`src/hdl/sqv_pkg.sv`:
```
`timescale 1ns / 1ps
// ----------------------------------------------------------------------------
// sqv_pkg
// Shared types and constants for the sprite quad vertex generator.
// ----------------------------------------------------------------------------
package sqv_pkg;

  localparam int PosW = 24;
  localparam int EdgeW = 32;
  localparam int CordW = 34;
  localparam int TableLen = 24;
  localparam logic signed [CordW-1:0] CordicGain = 34'sd652032875;

  localparam logic [1:0] AnchorStart = 2'd1;
  localparam logic [1:0] AnchorEnd = 2'd2;
  localparam logic [1:0] ModeRound = 2'd0;
  localparam logic [1:0] ModeRotate = 2'd1;
  localparam logic [1:0] CornerLast = 2'd3;

  // Per-sprite data carried alongside the CORDIC pipe
  typedef struct packed {
    logic signed [PosW-1:0]  px;
    logic signed [PosW-1:0]  py;
    logic signed [PosW-1:0]  pz;
    logic signed [EdgeW-1:0] x0;
    logic signed [EdgeW-1:0] x1;
    logic signed [EdgeW-1:0] y0;
    logic signed [EdgeW-1:0] y1;
    logic [1:0]              mode;
  } span_t;

  // CORDIC rotation state
  typedef struct packed {
    logic signed [CordW-1:0] x;
    logic signed [CordW-1:0] y;
    logic signed [CordW-1:0] z;
    logic                    flip;
  } cord_t;

  // Arctangent table, Q2.30 binary angle
  function automatic logic [31:0] atan_lut(input int idx);
    logic [31:0] r;
    begin
      case (idx)
        0: r = 32'h20000000;  1: r = 32'h12E4051E;  2: r = 32'h09FB385B;
        3: r = 32'h051111D4;  4: r = 32'h028B0D43;  5: r = 32'h0145D7E1;
        6: r = 32'h00A2F61E;  7: r = 32'h00517C55;  8: r = 32'h0028BE53;
        9: r = 32'h00145F2F;  10: r = 32'h000A2F98; 11: r = 32'h000517CC;
        12: r = 32'h00028BE6; 13: r = 32'h000145F3; 14: r = 32'h0000A2FA;
        15: r = 32'h0000517D; 16: r = 32'h000028BE; 17: r = 32'h0000145F;
        18: r = 32'h00000A30; 19: r = 32'h00000518; 20: r = 32'h0000028C;
        21: r = 32'h00000146; 22: r = 32'h000000A3; 23: r = 32'h00000051;
        default: r = 32'h0;
      endcase
      return r;
    end
  endfunction

endpackage

```
`src/hdl/sqv_cordic_stage.sv`:
```
`timescale 1ns / 1ps
// ----------------------------------------------------------------------------
// sqv_cordic_stage
// One registered CORDIC rotation step; the sprite span rides along.
// ----------------------------------------------------------------------------
module sqv_cordic_stage #(
  parameter int IDX = 0
) (
  input  logic           clk,
  input  logic           rst_n,
  input  logic           en,
  input  logic           in_v,
  input  sqv_pkg::cord_t in_c,
  input  sqv_pkg::span_t in_s,
  output logic           out_v_r,
  output sqv_pkg::cord_t out_c_r,
  output sqv_pkg::span_t out_s_r
);
  import sqv_pkg::*;

  localparam logic signed [CordW-1:0] Atan = CordW'(signed'({1'b0, atan_lut(IDX)}));

  cord_t c_nxt;

  // rotate toward zero residual angle
  always_comb begin
    c_nxt = in_c;
    if (!in_c.z[CordW-1]) begin
      c_nxt.x = in_c.x - (in_c.y >>> IDX);
      c_nxt.y = in_c.y + (in_c.x >>> IDX);
      c_nxt.z = in_c.z - Atan;
    end else begin
      c_nxt.x = in_c.x + (in_c.y >>> IDX);
      c_nxt.y = in_c.y - (in_c.x >>> IDX);
      c_nxt.z = in_c.z + Atan;
    end
  end

  always_ff @(posedge clk) begin
    if (!rst_n) begin
      out_v_r <= 1'b0;
    end else if (en) begin
      out_v_r <= in_v;
    end
  end

  always_ff @(posedge clk) begin
    if (en) begin
      out_c_r <= c_nxt;
      out_s_r <= in_s;
    end
  end

endmodule

```
`config.mk`:
```
export PLATFORM = sky130hd
export DESIGN_NAME = sqv_cordic_stage
export DESIGN_NICKNAME = d
export VERILOG_FILES = /design/src/hdl/sqv_pkg.sv /design/src/hdl/sqv_cordic_stage.sv
export SDC_FILE = /design/constraint.sdc
export NUM_CORES = 1
export LEC_CHECK = 0
export BUFFER_PORTS_ARGS = -buffer_cell sky130_fd_sc_hd__buf_2
export CAP_MARGIN = 10
export CORE_AREA = 4 4 238 240
export CTS_CLUSTER_DIAMETER = 30
export DETAILED_ROUTE_END_ITERATION = 16
export DIE_AREA = 0 0 242 244
export PLACE_DENSITY = 0.54
export SYNTH_ARGS = -nofsm -noshare
export SYNTH_HDL_FRONTEND = slang
export SYNTH_SLANG_ARGS = --single-unit
```
`constraint.sdc`:
```
create_clock -name clk -period 8 [get_ports clk]
set_clock_uncertainty 0.1 [all_clocks]
set_input_delay 1.6 -clock clk [delete_from_list [all_inputs] [get_ports clk]]
set_output_delay 1.6 -clock clk [all_outputs]
set_load 0.005 [all_outputs]
```
# After elaboration in Yosys (flattened, before gate mapping)
# Cells that the tools add are included.
[classes]
muxes = 1
n_addsub = 5
[op_table]
columns = ["op", "count"]
rows = [
  ["102-bit two-way mux", 1],
  ["34-bit subtractor", 2],
  ["34-bit by 31-bit adder with 34-bit output (second input constant)", 1],
  ["34-bit adder", 1],
  ["34-bit by 31-bit subtractor with 34-bit output (second input constant)", 1],
]
[word_totals]
output_inout_bits = 306
regBits = 306
input_bits = 309
elab_cells = 19

# Depth between registers and ports, before layout
[logic_depth]
ltp_word = 2
ltp_mapped = 12
depth_no_buf = 12

# Worst setup path after synthesis
# No wires, ideal clock.
[synth_path]
path_kind = "input to register"
start = "input port in_c[35] in the netlist's numbering"
end = "register out_c_r[101] in the netlist's numbering (data pin)"
path_slack_ns = 3.853
n_path_buf = 0
arrival_ns = 3.783
t_required_ns = 7.636
setup_time_ns = 0.264
path_stages = 11
path_cell_list = "ha_1 fa_1 nor3b_1 o311ai_1 nand2_1 and3_1 nor2_2 o31ai_4 a311o_1 a211oi_2 xor2_1"
[synth_lines]
columns = ["item", "line", "rtl"]
rows = [
  ["start: declaration", "sqv_cordic_stage.sv:13", "input sqv_pkg::cord_t in_c,"],
  ["end signal: assignment", "sqv_cordic_stage.sv:49", "out_c_r <= c_nxt;"],
  ["end: declaration", "sqv_cordic_stage.sv:16", "output sqv_pkg::cord_t out_c_r,"],
]

==> out/summary.json <==
{
  "status": {"value": "finished, final reports clean"},
  "cts_max_level": {"value": 3},
  "switchingPower": {"value": 1.63, "unit": "mW"},
  "power.static_leakage": {"value": 9.38, "unit": "nW"},
  "clock_insertion_delay_worst_skew": {"value": 0.59, "unit": "ns"},
  "global_route.overflow_total": {"value": 0},
  "setup_violations": {"value": 0},
  "worst-slew-pin-transition": {"value": 1.01, "unit": "ns"},
  "post_synth_simple_gate_area": {"value": 0.0742},
  "grt_max_degree": {"value": 165},
  "irDropWorstVdd": {"value": 0.000193, "unit": "V"},
  "asyncSetResetFlopFracSynth": {"value": 0},
  "dp.final_hpwl": {"value": 57600, "unit": "um"},
  "netSwitchingFraction": {"value": 0.269},
  "maxCapViolCount": {"value": 0},
  "fin_setup_tns": {"value": 0, "unit": "ns"},
  "power.share.sequential": {"value": 0.332},
  "cp_data_arrival_time": {"value": 4.77, "unit": "ns"},
  "vias_per_cell": {"value": 4.92},
  "count_of_tritonroute_iterations_in_the_first_routing_pass": {"value": 5},
  "power": {"value": 6.06, "unit": "mW"},
  "drive_gt1_frac": {"value": 0.395},
  "hold_viol_final": {"value": 0},
  "combinational_family_with_the_most_area_after_synthesis": {"value": "compound AO/OA/AOI/OAI gates"},
  "port-buffer-count": {"value": 614},
  "wl_per_cell": {"value": 27.2, "unit": "um"},
  "post_cts_buffers": {"value": 0},
  "postSynthRegisterBits": {"value": 305},
  "critical_path.startpoint_type": {"value": "input port"},
  "clock_power_share": {"value": 0.516},
  "num-nets-final": {"value": 2281},
  "register_area_share_after_synthesis": {"value": 0.604},
  "cts_root_buffer": {"value": "clkbuf_16"},
  "chipWidth": {"value": 242, "unit": "um"},
  "period_share": {"value": 0.569},
  "warnings_synthesis": {"value": 0},
  "clkSlewWorstSetupHoldPaths": {"value": 0.04, "unit": "ns"},
  "first_global_vias": {"value": 13041},
  "nFillCells": {"value": 5416},
  "antenna_violations_before_repair": {"value": 16},
  "post_synth_mux_area_share": {"value": 0.0126},
  "cts_max_path_buffers": {"value": 3},
  "timing.critical_path.required": {"value": 8.22, "unit": "ns"},
  "ios": {"value": 615},
  "ant_nets": {"value": 0},
  "power.share.combinational": {"value": 0.152},
  "internal_pwr_total": {"value": 4.43, "unit": "mW"},
  "drt_iter0_drc": {"value": 887},
  "timing.setup.critical_path_class": {"value": "input port to flip-flop"},
  "hp-class": {"value": "flip-flop to flip-flop"},
  "floorplan.initialDensity": {"value": 0.277},
  "post_synth.cell_area_avg": {"value": 12.5, "unit": "um^2"},
  "finalWorstPathRequiredPeriod": {"value": 4.55, "unit": "ns"},
  "num_vias": {"value": 12986},
  "worstSetupEndpointType": {"value": "flip-flop"},
  "post_synth_fa_ha_maj_area_fraction": {"value": 0.0895},
  "mappedNetlistNets": {"value": 1630},
  "final.hold.worst_slack": {"value": 0.420, "unit": "ns"},
  "edff_count_synth": {"value": 304},
  "grt_setup_unrepaired": {"value": "false"},
  "synth_cell_types": {"value": 81},
  "dpl.cell_count": {"value": 2492},
  "postCtsResizedCells": {"value": 0},
  "areaGrowthSynthToFinish": {"value": 42.7, "unit": "%"},
  "clkSinkCount": {"value": 305},
  "fp-row-count": {"value": 86},
  "die_area": {"value": 59000, "unit": "um^2"},
  "yosys.area_share.xor_xnor": {"value": 0.0387},
  "tritoncts.num_buffers": {"value": 76},
  "instances_no_fill": {"value": 2639},
  "slew_margin_rel": {"value": 0.326},
  "cts.hold.buffers_added": {"value": 0},
  "detail_route.wirelength": {"value": 71700, "unit": "um"},
  "grt_pass1_wl": {"value": 98700, "unit": "um"},
  "drc_errors": {"value": 0},
  "maxSlewViolCount": {"value": 0},
  "compound_gate_fraction_of_synth_area": {"value": 0.141},
  "cts_tree": {"value": "yes"},
  "die_span_y": {"value": 244, "unit": "um"},
  "synth_ff_type": {"value": "edfxtp_1"},
  "synthesis.area": {"value": 15200, "unit": "um^2"},
  "largest_driver_fanout_on_the_critical_path": {"value": 16},
  "grt_util_all_layers": {"value": 0.233},
  "post_synth_inst_count": {"value": 1215},
  "p_per_area": {"value": 280, "unit": "nW/um^2"},
  "upper_clock_frequency_limit": {"value": 0.220, "unit": "GHz"},
  "gpl.final_weighted_congestion": {"value": 0.938},
  "core_area": {"value": 54700, "unit": "um^2"},
  "final_util": {"value": 0.395}
}
stage by stage:
stage          setup slack (ns)  cell area (um^2)
5_1_grt                    3.22             21600
6_report                   3.45             21600
2_1_floorplan              3.85             15200
3_3_place_gp               2.90             19000
4_1_cts                    3.52             21600
3_5_place_dp               2.92             19000
critical path, stage by stage:
cell	delay [ns]
buf_2	0.11
inv_1	0.04
ha_1	0.62
nand4_1	0.25
nor3_1	0.26
inv_1	0.10
o211ai_1	0.37
a21oi_1	0.18
o41ai_1	0.62
or2b_1	0.29
a32oi_1	0.21
xor2_1	0.10
registers in the layout, summed over array words and instances, names as in the netlist:
name / count
out_s_r: 202
out_c_r: 102
out_v_r: 1
synthesized netlist by cell type, types with 5 or more instances:
| master | instances | area, um^2 |
|---|---|---|
| o21ai_1 | 18 | 90.1 |
| buf_1 | 5 | 18.8 |
| nor2b_1 | 12 | 75.1 |
| buf_2 | 16 | 80.1 |
| ha_1 | 102 | 1280 |
| o31ai_1 | 14 | 105 |
| nand2b_1 | 5 | 31.3 |
| o211ai_1 | 7 | 52.6 |
| nand3_1 | 12 | 60.1 |
| xnor2_1 | 59 | 517 |
| nand4_1 | 14 | 87.6 |
| o21a_1 | 9 | 67.6 |
| a21oi_1 | 113 | 566 |
| nor2_1 | 70 | 263 |
| inv_2 | 9 | 33.8 |
| a21o_1 | 17 | 128 |
| o21ai_0 | 60 | 300 |
| nor3_1 | 22 | 110 |
| inv_1 | 93 | 349 |
| nand2_1 | 53 | 199 |
| nor4_1 | 11 | 68.8 |
| and3_1 | 5 | 31.3 |
| a31oi_1 | 8 | 50.1 |
| xor2_1 | 8 | 70.1 |
| clkbuf_1 | 21 | 78.8 |
| a211oi_1 | 14 | 105 |
| o21bai_1 | 22 | 165 |
| mux2i_1 | 19 | 190 |
| edfxtp_1 | 304 | 9130 |
final cells by class:
type | instances | area [um^2] | share of cell area
Sequential cell | 305 | 9150 | 0.423
Multi-Input combinational cell | 759 | 5400 | 0.250
Timing Repair Buffer | 619 | 3130 | 0.145
Clock buffer | 89 | 1970 | 0.0912
Tap cell | 704 | 881 | 0.0407
Clock inverter | 51 | 671 | 0.0310
Inverter | 105 | 394 | 0.0182
Antenna cell | 7 | 17.5 | 0.000810
final timing paths:
kind,startpoint,endpoint,slack [ns],depth (start not counted)
setup reg to reg,out_v_r$_SDFFE_PN0P_,out_v_r$_SDFFE_PN0P_,7.31,2
setup / recovery,in_c[44],out_c_r[102]$_DFFE_PP_,3.45,12
hold reg to reg,out_v_r$_SDFFE_PN0P_,out_v_r$_SDFFE_PN0P_,0.42,2
hold / removal,out_v_r$_SDFFE_PN0P_,out_v_r$_SDFFE_PN0P_,0.42,2
power groups by stage:
stage | sequential, mW | combinational (mW) | clock [mW]
floorplan | 2.05 | 0.378 | 0
global placement | 2.03 | 0.931 | 0
detailed placement | 2.04 | 0.922 | 0
CTS | 2.01 | 0.928 | 3.19
global route | 2.02 | 0.991 | 3.28
finish | 2.01 | 0.920 | 3.13
cell families after synthesis:
family                   after synthesis
multiplexers                          19
XOR/XNOR                              67
flip-flops                           305
adder cells (fa/ha/maj)              106
AO/OA/AOI/OAI                        336
buffers and inverters                151
AND/OR/NAND/NOR                      231
layer usage:
| metal | global-route usage | part of all wire | vias to the layer above |
|---|---|---|---|
| li1 | - | - | 5832 |
| met1 | 0.266 | 0.38 | 6410 |
| met2 | 0.382 | 0.48 | 586 |
| met3 | 0.0904 | 0.092 | 136 |
| met4 | 0.116 | 0.050 | 22 |
| met5 | 0 | 0.0019 | - |
placed cells by master (no fill, tap or decap), types with 53 or more instances in the layout:
cell type / count
inv_1: 93
clkbuf_16: 76
buf_2: 613
nand2_1: 53
xnor2_1: 59
nor2_1: 70
edfxtp_1: 304
a21oi_1: 113
o21ai_0: 60
ha_1: 102
No activity file was read; power rests on OpenSTA's default activity.
